<file path="config.mk">
export PLATFORM = sky130hd
export DESIGN_NAME = irc_cell
export DESIGN_NICKNAME = d
export VERILOG_FILES = /design/src/hw/rtl/irc_pkg.sv /design/src/hw/rtl/irc_cell.sv
export SDC_FILE = /design/constraint.sdc
export NUM_CORES = 1
export LEC_CHECK = 0
export ABC_AREA = 1
export BUFFER_PORTS_ARGS = -buffer_cell sky130_fd_sc_hd__buf_2
export CELL_PAD_IN_SITES_DETAIL_PLACEMENT = 1
export CELL_PAD_IN_SITES_GLOBAL_PLACEMENT = 1
export CORE_ASPECT_RATIO = 0.5
export CORE_UTILIZATION = 45
export DETAILED_ROUTE_END_ITERATION = 8
export GPL_ROUTABILITY_DRIVEN = 1
export PLACE_DENSITY = 0.83
export SLEW_MARGIN = 20
export SYNTH_ARGS = -nofsm -noshare
export SYNTH_HDL_FRONTEND = slang
export SYNTH_SLANG_ARGS = --single-unit
</file>
<file path="constraint.sdc">
create_clock -name clk_i -period 2.6 [get_ports clk_i]
set_input_delay 0.52 -clock clk_i [delete_from_list [all_inputs] [get_ports clk_i]]
set_output_delay 0.52 -clock clk_i [all_outputs]
set_load 0.1 [all_outputs]
</file>
<file path="src/hw/rtl/irc_pkg.sv">
// irc_pkg: shared types and constants for the IPv4 rule classifier.
// No dependencies.
package irc_pkg;

  localparam int unsigned Rules       = 16;
  localparam int unsigned AddrEntries = 4;
  localparam int unsigned PortEntries = 4;
  localparam int unsigned ProtoEntries = 4;
  localparam int unsigned RuleW       = $clog2(Rules);

  localparam logic [7:0] ProtoTcp = 8'd6;
  localparam logic [7:0] ProtoUdp = 8'd17;

  typedef enum logic {
    ACT_WRITE    = 1'b0,
    ACT_CLASSIFY = 1'b1
  } action_e;

  // word_select codes
  localparam logic [4:0] SelCtrl     = 5'd0;
  localparam logic [4:0] SelTos      = 5'd1;
  localparam logic [4:0] SelSrcAddr  = 5'd2;
  localparam logic [4:0] SelSrcMask  = 5'd6;
  localparam logic [4:0] SelDstAddr  = 5'd10;
  localparam logic [4:0] SelDstMask  = 5'd14;
  localparam logic [4:0] SelSrcPort  = 5'd18;
  localparam logic [4:0] SelDstPort  = 5'd22;
  localparam logic [4:0] SelProto    = 5'd26;
  localparam logic [4:0] SelEnd      = 5'd30;

  typedef struct packed {
    logic        action;
    logic [3:0]  rule_index;
    logic [4:0]  word_select;
    logic [31:0] write_value;
    logic [31:0] src_ip;
    logic [31:0] dst_ip;
    logic [7:0]  tos;
    logic [7:0]  protocol;
    logic [15:0] src_port;
    logic [15:0] dst_port;
  } in_word_t;

  typedef struct packed {
    logic       matched;
    logic [3:0] matched_rule;
  } out_word_t;

  // Word travelling along the cell chain.
  typedef struct packed {
    logic       valid;
    logic       classify;
    logic [3:0] rule_index;
    logic [4:0] word_select;
    logic [31:0] write_value;
    logic [31:0] src_ip;
    logic [31:0] dst_ip;
    logic [7:0]  tos;
    logic [7:0]  protocol;
    logic [15:0] src_port;
    logic [15:0] dst_port;
    logic        hit;
    logic [3:0]  hit_rule;
  } chain_t;

  function automatic logic [2:0] clamp_cnt(logic [2:0] n, int unsigned lim);
    logic [2:0] l;
    l = 3'(lim);
    return (n > l) ? l : n;
  endfunction

endpackage

</file>
<file path="src/hw/rtl/irc_cell.sv">
// irc_cell: one rule slot; holds the rule and checks the passing word.
// Depends on irc_pkg.
module irc_cell (
  input  logic                  clk_i,
  input  logic                  rst_ni,
  input  logic [3:0]            cell_idx_i,
  input  irc_pkg::chain_t       prev_i,
  output irc_pkg::chain_t       next_o
);
  import irc_pkg::*;

  logic [18:0] ctrl_q;
  logic [23:0] tos_q;
  logic [31:0] saddr_q [AddrEntries];
  logic [31:0] smask_q [AddrEntries];
  logic [31:0] daddr_q [AddrEntries];
  logic [31:0] dmask_q [AddrEntries];
  logic [31:0] sport_q [PortEntries];
  logic [31:0] dport_q [PortEntries];
  logic [7:0]  proto_q [ProtoEntries];
  chain_t      out_q;
  chain_t      out_d;

  logic        wr;
  logic [4:0]  sel;
  logic [1:0]  k;
  logic [2:0]  ns, nd, np, nsp, ndp;
  logic        s_ok, d_ok, t_ok, p_ok, sp_ok, dp_ok, tcpudp, hit;
  logic [7:0]  tv;

  assign wr  = prev_i.valid && !prev_i.classify && (prev_i.rule_index == cell_idx_i);
  assign sel = prev_i.word_select;
  assign k   = sel[1:0] - 2'd2;  // (sel-2)&3 ; same mod-4 for 18 and 26

  always_ff @(posedge clk_i or negedge rst_ni) begin
    if (!rst_ni) begin
      ctrl_q <= '0;
    end else if (wr && sel == SelCtrl) begin
      ctrl_q <= prev_i.write_value[18:0];
    end
  end

  always_ff @(posedge clk_i) begin
    if (wr) begin
      if (sel == SelTos) tos_q <= prev_i.write_value[23:0];
      for (int i = 0; i < AddrEntries; i++) begin
        if (32'(k) == 32'(i)) begin
          if (sel >= SelSrcAddr && sel < SelSrcMask) saddr_q[i] <= prev_i.write_value;
          if (sel >= SelSrcMask && sel < SelDstAddr) smask_q[i] <= prev_i.write_value;
          if (sel >= SelDstAddr && sel < SelDstMask) daddr_q[i] <= prev_i.write_value;
          if (sel >= SelDstMask && sel < SelSrcPort) dmask_q[i] <= prev_i.write_value;
        end
      end
      for (int i = 0; i < PortEntries; i++) begin
        if (32'(k) == 32'(i)) begin
          if (sel >= SelSrcPort && sel < SelDstPort) sport_q[i] <= prev_i.write_value;
          if (sel >= SelDstPort && sel < SelProto)   dport_q[i] <= prev_i.write_value;
        end
      end
      for (int i = 0; i < ProtoEntries; i++) begin
        if (32'(k) == 32'(i) && sel >= SelProto && sel < SelEnd)
          proto_q[i] <= prev_i.write_value[7:0];
      end
    end
  end

  always_comb begin
    ns  = clamp_cnt(ctrl_q[6:4], AddrEntries);
    nd  = clamp_cnt(ctrl_q[9:7], AddrEntries);
    np  = clamp_cnt(ctrl_q[12:10], ProtoEntries);
    nsp = clamp_cnt(ctrl_q[15:13], PortEntries);
    ndp = clamp_cnt(ctrl_q[18:16], PortEntries);
    s_ok = (ns == 3'd0);
    d_ok = (nd == 3'd0);
    for (int i = 0; i < AddrEntries; i++) begin
      if (3'(i) < ns && ((prev_i.src_ip & smask_q[i]) == (saddr_q[i] & smask_q[i])))
        s_ok = 1'b1;
      if (3'(i) < nd && ((prev_i.dst_ip & dmask_q[i]) == (daddr_q[i] & dmask_q[i])))
        d_ok = 1'b1;
    end
    tv   = prev_i.tos & tos_q[7:0];
    t_ok = !ctrl_q[3] || (tv >= tos_q[15:8] && tv <= tos_q[23:16]);
    p_ok = (np == 3'd0);
    for (int i = 0; i < ProtoEntries; i++)
      if (3'(i) < np && proto_q[i] == prev_i.protocol) p_ok = 1'b1;
    sp_ok = (nsp == 3'd0);
    dp_ok = (ndp == 3'd0);
    for (int i = 0; i < PortEntries; i++) begin
      if (3'(i) < nsp && prev_i.src_port >= sport_q[i][15:0]
          && prev_i.src_port <= sport_q[i][31:16]) sp_ok = 1'b1;
      if (3'(i) < ndp && prev_i.dst_port >= dport_q[i][15:0]
          && prev_i.dst_port <= dport_q[i][31:16]) dp_ok = 1'b1;
    end
    tcpudp = (prev_i.protocol == ProtoTcp) || (prev_i.protocol == ProtoUdp);
    hit = prev_i.classify && ctrl_q[0] && !ctrl_q[1] && !ctrl_q[2] && s_ok && d_ok
          && t_ok && p_ok && (!tcpudp || (sp_ok && dp_ok));
  end

  // Cells run in ascending slot order, so a later hit overrides: highest wins.
  always_comb begin
    out_d          = prev_i;
    out_d.hit      = prev_i.hit | hit;
    out_d.hit_rule = hit ? cell_idx_i : prev_i.hit_rule;
  end

  always_ff @(posedge clk_i or negedge rst_ni) begin
    if (!rst_ni) begin
      out_q <= '0;
    end else begin
      out_q <= out_d;
    end
  end

  assign next_o = out_q;
endmodule

</file>
* Word-level counts from Yosys, hierarchy flattened
Memory sizes are Yosys's and may differ from the RTL's.
Cells that the tools add are included.
W data, S select, Z words.
** Word-level totals
- Flip-flop bits (word level) :: 203
- Bits in writable memories :: 800
- Bits of input ports :: 166
- Output and inout port bits :: 160
- Logic and storage cells :: 388
- Memories kept :: 7
** Cells by class
- Add/sub/neg operators :: 1
- $lt $le $gt $ge :: 57
- Equality and inequality tests :: 19
- Mux-type cells :: 179
- Bitwise logic cells :: 18
- Reductions and logical operators :: 92
** Memories
- daddr_q :: depth 4, bits a word 32, rd ports 4, clocked after memory_dff 0, write ports 1, line irc_cell.sv:16 : logic [31:0] daddr_q [AddrEntries];
- dmask_q :: depth 4, bits a word 32, rd ports 4, clocked after memory_dff 0, write ports 1, line irc_cell.sv:17 : logic [31:0] dmask_q [AddrEntries];
- dport_q :: depth 4, bits a word 32, rd ports 4, clocked after memory_dff 0, write ports 1, line irc_cell.sv:19 : logic [31:0] dport_q [PortEntries];
- saddr_q :: depth 4, bits a word 32, rd ports 4, clocked after memory_dff 0, write ports 1, line irc_cell.sv:14 : logic [31:0] saddr_q [AddrEntries];
- smask_q :: depth 4, bits a word 32, rd ports 4, clocked after memory_dff 0, write ports 1, line irc_cell.sv:15 : logic [31:0] smask_q [AddrEntries];
- sport_q :: depth 4, bits a word 32, rd ports 4, clocked after memory_dff 0, write ports 1, line irc_cell.sv:18 : logic [31:0] sport_q [PortEntries];
- +1 memories
** Operator list (count)
- $mux W32 :: 18
- $reduce_or A32 Y1 :: 18
- $and A32 B32 Y32 :: 16
- $eq A32 B32 Y1 :: 8
- $mux W1 :: 131
- $ge A16 B16 Y1 :: 8
- $le A16 B16 Y1 :: 8
- $logic_and A1 B1 Y1 :: 55
- $mux W2 :: 21
- $eq A8 B8 Y1 :: 4
- $lt A1 B3 Y1 const A :: 10
- $lt A2 B3 Y1 const A :: 10
- $mux W8 :: 3
- $reduce_or A8 Y1 :: 3
- $lt A5 B5 Y1 const B :: 4
- $ge A5 B5 Y1 const B :: 3
- $gt A3 B3 Y1 const B :: 5
- $logic_not A3 Y1 :: 5
- $mux W3 :: 5
- $ge A5 B4 Y1 const B :: 2
- $lt A5 B4 Y1 const B :: 2
- $and A8 B8 Y8 :: 1
- $eq A8 B3 Y1 const B :: 1
- $eq A8 B5 Y1 const B :: 1
- other kinds (17) :: 24

* Depth between registers and ports, before layout
Gate-level depths: netlist (run 1).
- Depth in word-level cells :: 14
- Mapped depth :: 20
- Gate-level depth less buffers :: 20

* Least setup slack after synthesis (run 1)
OpenSTA, ideal clock, no wires.
- Path kind :: input to register
- From :: input cell_idx_i[0]
- To :: memory daddr_q[3][0] (enable)
- Setup time :: 0.421 ns
- Arrival :: 2.683 ns
- Data required time :: 2.179 ns
- Setup slack :: -0.504 ns
- Stages on the path :: 8
- Path buffers :: 0
- Path through :: inv_1 -> or2_2 -> o21ai_0 -> a211oi_2 -> nand2_1 -> inv_1 -> nand3_1 -> nor2_1
** Between the ends
- Longest elaborated chain between the ends :: 8
- Elaborated cells on any way between the ends :: 19
- Classes of those cells :: 1 x eq/ne; 14 x mux; 4 x reduce/logical
** Ends and longest elaborated chain
- start: declaration :: line irc_cell.sv:6 : input logic [3:0] cell_idx_i,
- $eq A4 B4 Y1 * :: line irc_cell.sv:31 : assign wr = prev_i.valid && !prev_i.classify && (prev_i.rule_index == cell_idx_i);
- $logic_and A1 B1 Y1 * :: line irc_cell.sv:31
- $mux W1 :: line irc_cell.sv:44 : if (wr) begin
- $mux W1 (implied by the code) :: line irc_cell.sv:50 : if (sel >= SelDstAddr && sel < SelDstMask) daddr_q[i] <= prev_i.write_value;
- $reduce_or A32 Y1 (no source line)
- $mux W2 (no source line) / $mux W1 (equally long branches) (3 in series)
- end: declaration :: line irc_cell.sv:16
Mark *: on every way between the ends. The rest lies on a longest branch, timed or not.

==> results.md, run 1 <==
- CTS clk-pin slew, worst paths: 80 ps
- Core area: 93410 µm²
- Detailed Route WL: 144.8 mm
- Clock root buffer: clkbuf_16
- Nets: 4550
- Pwr/cell area: 688.7 nW/µm²
- Largest cells by area after synthesis: edfxtp_1 (58%), dfrtp_1 (11%), ha_1 (8.0%)
- R2R Path Start: dport_q[0][17]
- Number of global-route vias before repair: 33858
- Placer congestion estimate: 0.8217
- Setup ws final: -55.63 ps
- Die ar.: 96000 µm²
- #FFs+latches synth: 1003
- I/O pin count: 326
- Clk_lat worst skew: 710 ps
- Crit path launch type: primary input
- WP data arrival: 3240 ps
- LEAKAGE: 0.02187 µW
- Post-synth EDFFs: 824
- Worst min path class: primary input to flip-flop
- Synth top cells by count: edfxtp_1 (824), nand2_1 (740), inv_1 (549)
- Worst setup startpoint: prev_i[28]
- Initial antenna violation count: 13
- Yosys cell types: 42
- Setup Crit Path Kind: primary input to flip-flop
- DP HPWL: 87.21 mm
- Layout Skew: 43.16 ps
- CTS Buffer Depth: 3
- Total number of yosys warnings: 0
- Slew @ Worst Pin: 1057 ps
- Final hold vios: 0
- Seq/Total Area, Yosys: 68.58%
- Max-slew violations: 0
- FF+latch area: 29220 µm²
- Multi-input logic area: 11650 µm²
- Fin crit period: 2656 ps
- Max Clock Freq: 376.6 MHz
- DRT iter0 DRCs: 3053
- Antenna Nets Post-Route: 0
- Ys flop type: edfxtp_1
- Site Rows: 79
- Violated checks: design-rule violations, negative setup slack
- Fin util: 54.35%
- Critical path endpoint category: flip-flop
- TritonCTS clock tree: built
- Drt pass-1 iters: 8
- Share of cells above drive strength 1: 16.27%
- Post-Layout Inst Area: 50770 µm²
- Place WS: -423.9 ps
- GRT Total Usage: 29.77%
- Worst vdd rail ir drop: 0.5375 mV
- DP Area: 47250 µm²
- Syn avg cell area: 11.95 µm²
- Post-synth top area share: 58.07%
- TritonCTS buffer count: 91
- Layout area overhead: 19.14%
- Hold depth: 1
- DR vias: 30777
- Pin count of the biggest net entering global routing: 71
- R2R cell count: 18
- Synthesized area: 42610 µm²
- Min Hold Slack: 28.23 ps
- Wire length per cell: 26.61 µm
- Vias per Instance: 5.653
- Req. time, crit path: 3190 ps
- Port bufs: 325
- Syn_nets: 4003
- Rel. slew slack: 29.56%
- Synth area leader: edfxtp_1
- Period utilization: 102.1%
- Status: finished, violations left
- Final setup viols: 2
- # clock sinks: 1003
- DRC violations left: 16
- Die height: 219.6 µm
- Most frequent cell after synthesis: edfxtp_1
- Crit path max fanout: 7
- Number of fill cells: 9713
- Hold Startpoint: prev_i[159]
- Remaining global-route overflow: 0
- RSZ-0062 raised after global routing: true
- First-pass GRT wire length: 210.4 mm
- Die width: 437.2 µm
- Ys async rst share: 17.85%
- Max-cap violations: 0
- Mapped Cells: 3565
- H-tree levels: 3
- Starting Density: 45.62%
==> sequential cells by signal, indices dropped and copies added, names as in the netlist <==
name and flops:
dmask_q 128, tos_q 24, daddr_q 128, dport_q 128, proto_q 32, ctrl_q 19, next_o 160, smask_q 128
sport_q 128, saddr_q 128
==> worst max-delay path: stages <==
cell,delay (ps)
dlygate4sd3_1,530
buf_2,170
buf_12,150
ha_1,330
a21oi_1,250
o21a_1,170
nand2_1,50
nand2_1,60
nand3_1,80
nand3_1,100
nand4_1,160
nand2_4,180
nand2_2,80
buf_6,160
nand3_1,140
nand2_1,110
==> power by group <==
| group | switching, µW | internal, µW | total [µW] |
|---|---|---|---|
| clock | 6460 | 7850 | 14300 |
| sequential | 64.2 | 17500 | 17600 |
| combinational | 2420 | 628 | 3050 |
| total | 8950 | 26000 | 35000 |
==> final timing paths <==
check	slack, ps	end
worst max-delay path	-60	next_o[1]
worst min-delay path	30	next_o[159]
worst max register to register	50	next_o[1]
worst min register to register	520	ctrl_q[0]
max in group asynchronous	1390	next_o[145]
min in group asynchronous	440	next_o[86]
==> area by class of cell <==
cell class,count,share of cell area [%]
Antenna cell,3,0.01479
Clock buffer,131,5.190
Clock inverter,36,0.7442
Inverter,550,4.066
Multi-Input combinational cell,2008,22.94
Sequential cell,1003,57.56
Tap cell,1255,3.093
Timing Repair Buffer,458,6.390
==> through the flow <==
step                      TNS, ps  cells  power [µW]
final                      -84.96   5444       34970
after global routing       -300.3   5442       35650
after CTS                       0   5439       34750
after detailed placement    -1937   5242       20820
after global placement      -1532   5242       20650
after floorplan           -275500   3565       19510
==> cells by family after synthesis <==
| group | count (synthesis) | share of synthesized area [%] |
|---|---|---|
| AOI/OAI and AO/OA | 319 | 4.011 |
| xor gates and xnor gates | 20 | 0.4111 |
| adders and majority gates | 272 | 7.986 |
| buffers and inverters | 554 | 4.900 |
| DFF | 1003 | 68.58 |
| muxes | 10 | 0.2819 |
| and+or+nand+nor | 1387 | 13.83 |
==> cells in the final DEF (no fill, tap or decap), types with 7 or more instances in the layout <==
master	instances
edfxtp_1	824
nand2_1	729
inv_1	547
buf_2	323
ha_1	268
nand3_1	255
nor2_1	216
dfrtp_1	179
a21oi_1	163
o21ai_0	106
clkbuf_16	97
buf_4	61
buf_12	42
or2_2	40
dlygate4sd3_1	29
nand4_1	27
nor2_4	26
clkbuf_1	26
or2_1	22
nor2_2	18
nand3b_1	17
nor3_1	16
o21bai_1	16
xnor2_1	12
clkinv_2	12
clkinv_1	12
nand2_2	11
o21a_1	10
xor2_1	8
mux2_2	8
clkbuf_8	8
bufinv_16	8
a21o_1	7
==> routing by layer <==
| layer | GRT usage [%] | vias to the layer above | routed length (µm) |
|---|---|---|---|
| li1 | - | 13194 | - |
| met4 | 16.41 | 8 | 8130 |
| met3 | 5.490 | 494 | 11100 |
| met5 | 0 | - | 52 |
| met2 | 52.90 | 1530 | 72980 |
| met1 | 34.19 | 15551 | 52580 |
==> timing repair <==
action	in CTS	in global routing
pin swaps	0	16
gates cloned	0	0
setup buffers	0	3
endpoints found under the setup margin	5	5
hold endpoints to repair	93	0
hold buffers	30	0
resized for setup	4	44
No activity file was read; power rests on OpenSTA's default activity.
==> run 2, diff against run 1 <==
Settings changed: ABC_CLOCK_PERIOD_IN_PS set to 2600, MAX_ROUTING_LAYER set to met4.
==> run 2 against run 1 <==
  * The flow still finishes with violations (design-rule violations, negative setup slack)
  * Wire length hardly changed
  * Core utilization hardly changed
  * Clock skew is 1.5 ps higher
  * Via count is 0.35% higher
  * Hold slack better by 2.5 ps
  * Combinational power hardly changed
  * Highest routed layer is now met4
  * Global-route usage is 0.91 points higher
  * Final area hardly changed
==> results.md, run 2 (synthesis gave the netlist of run 1 again) <==
- Status: finished, violations left
- Violated checks: design-rule violations, negative setup slack
- RSZ-0062 raised after global routing: true
- Final setup TNS: -35.89 ps
- Met2 Wirelength: 74.05 mm
- Die height: 219.6 µm
- Crit path launch type: primary input
- Drt pass-1 iters: 8
- Number of global-route vias before repair: 33804
- Critical path endpoint category: flip-flop
- DP Area: 47250 µm²
- Clock share of power: 41.0%
- DR vias: 30885
- Pin count of the biggest net entering global routing: 71
- Layout area overhead: 19.19%
- Most frequent cells in the layout: edfxtp_1 (824), nand2_1 (729), inv_1 (547)
- Remaining global-route overflow: 0
- Internal: 26020 µW
- Vias per Instance: 5.665
- CTS clk-pin slew, worst paths: 80 ps
- Placer congestion estimate: 0.8340
- Worst vdd rail ir drop: 0.5333 mV
- Max-slew violations: 0
- Place WS: -423.9 ps
- Slew @ Worst Pin: 1055 ps
- Setup ws final: -24.58 ps
- DRT iter0 DRCs: 3193
- Final hold vios: 0
- DP HPWL: 87.21 mm
- Hold depth: 1
- Die width: 437.2 µm
- Worst min path class: primary input to flip-flop
- Req. time, crit path: 3190 ps
- TritonCTS buffer count: 91
- Initial antenna violation count: 14
- Clock root buffer: clkbuf_16
- Die ar.: 96000 µm²
- Detailed Route WL: 145.0 mm
- Setup Crit Path Kind: primary input to flip-flop
- Wire length per cell: 26.59 µm
- Clk_lat worst skew: 710 ps
- CTS Buffer Depth: 3
- Core area: 93410 µm²
- Post-Layout Inst Area: 50790 µm²
- Max Clock Freq: 381.0 MHz
- H-tree levels: 3
- DRC violations left: 16
- TritonCTS clock tree: built
- Number of flip-flops in the largest register: 160
- Antenna Nets Post-Route: 0
- First-pass GRT wire length: 210.3 mm
- R2R cell count: 16
- Crit path max fanout: 7
- # clock sinks: 1003
- Most common cell after layout, fill and taps aside: edfxtp_1
- Wl on met1: 52.46 mm
- WP data arrival: 3210 ps
- Share of cells above drive strength 1: 16.24%
- Starting Density: 45.62%
- Site Rows: 79
- R2R Path Start: saddr_q[3][23]
- LEAKAGE: 0.02187 µW
- Period utilization: 100.9%
- Hold Startpoint: prev_i[159]
- Pwr/cell area: 689.2 nW/µm²
- Top layer in use: met4
- Worst setup startpoint: prev_i[28]
- Nets: 4550
- Sw frac: 25.66%
- Max-cap violations: 0
- GRT Total Usage: 30.68%
- Port bufs: 325
- Net Sw Power: 8982 µW
- Met3 WL: 11.20 mm
- Power share of the combinational group: 8.7%
- Final setup viols: 2
- I/O pin count: 326
- Layout Skew: 44.69 ps
- Rel. slew slack: 29.69%
- Sequential share of power: 50.3%
- Fin crit period: 2625 ps
==> run 2: per-layer routing <==
metal | vias to the layer above | GRT usage [%]
li1 | 13204 | -
met3 | 458 | 5.517
met5 | - | -
met1 | 15555 | 34.21
met2 | 1668 | 53.08
met4 | 0 | 15.92
==> run 2: path summary, 6_finish.rpt <==
path,to,slack [ps]
min in group asynchronous,next_o[86],440
max,next_o[1],-20
max in group asynchronous,next_o[145],1380
min reg2reg,ctrl_q[0],520
min,next_o[159],30
max reg2reg,next_o[2],50
==> run 2: power by group through the flow <==
stage | Clock [µW] | Combinational, µW | Sequential [µW]
floorplan | 0 | 631 | 18900
global placement | 0 | 2720 | 17900
detailed placement | 0 | 2880 | 17900
CTS | 14200 | 2980 | 17600
global route | 14900 | 3190 | 17600
finish | 14300 | 3050 | 17600
==> run 2: repair_timing <==
action                                  in CTS  in global routing
hold endpoints to repair                    93                  0
hold buffers                                30                  0
endpoints found under the setup margin       5                  5
pin swaps                                    0                 15
resized for setup                            4                 44
setup buffers                                0                  3
==> run 2: cell type report <==
type | count | area (µm²)
Antenna cell | 11 | 27.53
Clock buffer | 131 | 2635
Clock inverter | 36 | 377.9
Fill cell | 9712 | 42620
Inverter | 550 | 2067
Multi-Input combinational cell | 2008 | 11650
Sequential cell | 1003 | 29220
Tap cell | 1255 | 1570
Timing Repair Buffer | 458 | 3244
==> run 2: critical path, stage by stage <==
cell and delay [ps]:
dlygate4sd3_1 530, buf_2 170, buf_12 150, ha_1 330
a21oi_1 240, o21a_1 170, nand2_1 50, nand2_1 50
nand3_1 80, nand3_1 90, nand4_1 160, nand2_4 180
nand2_2 80, buf_6 160, nand3_1 130, nand2_1 100
==> run 2: stage by stage <==
step	utilization, %	power, µW	hold slack [ps]	instances
after floorplan	-	19510	224.4	3565
after global placement	50.58	20650	488.2	5242
after detailed placement	50.58	20820	501.2	5242
after CTS	54.15	34750	0.2998	5439
after global routing	54.36	35660	16.12	5448
final	54.38	35010	30.75	5452
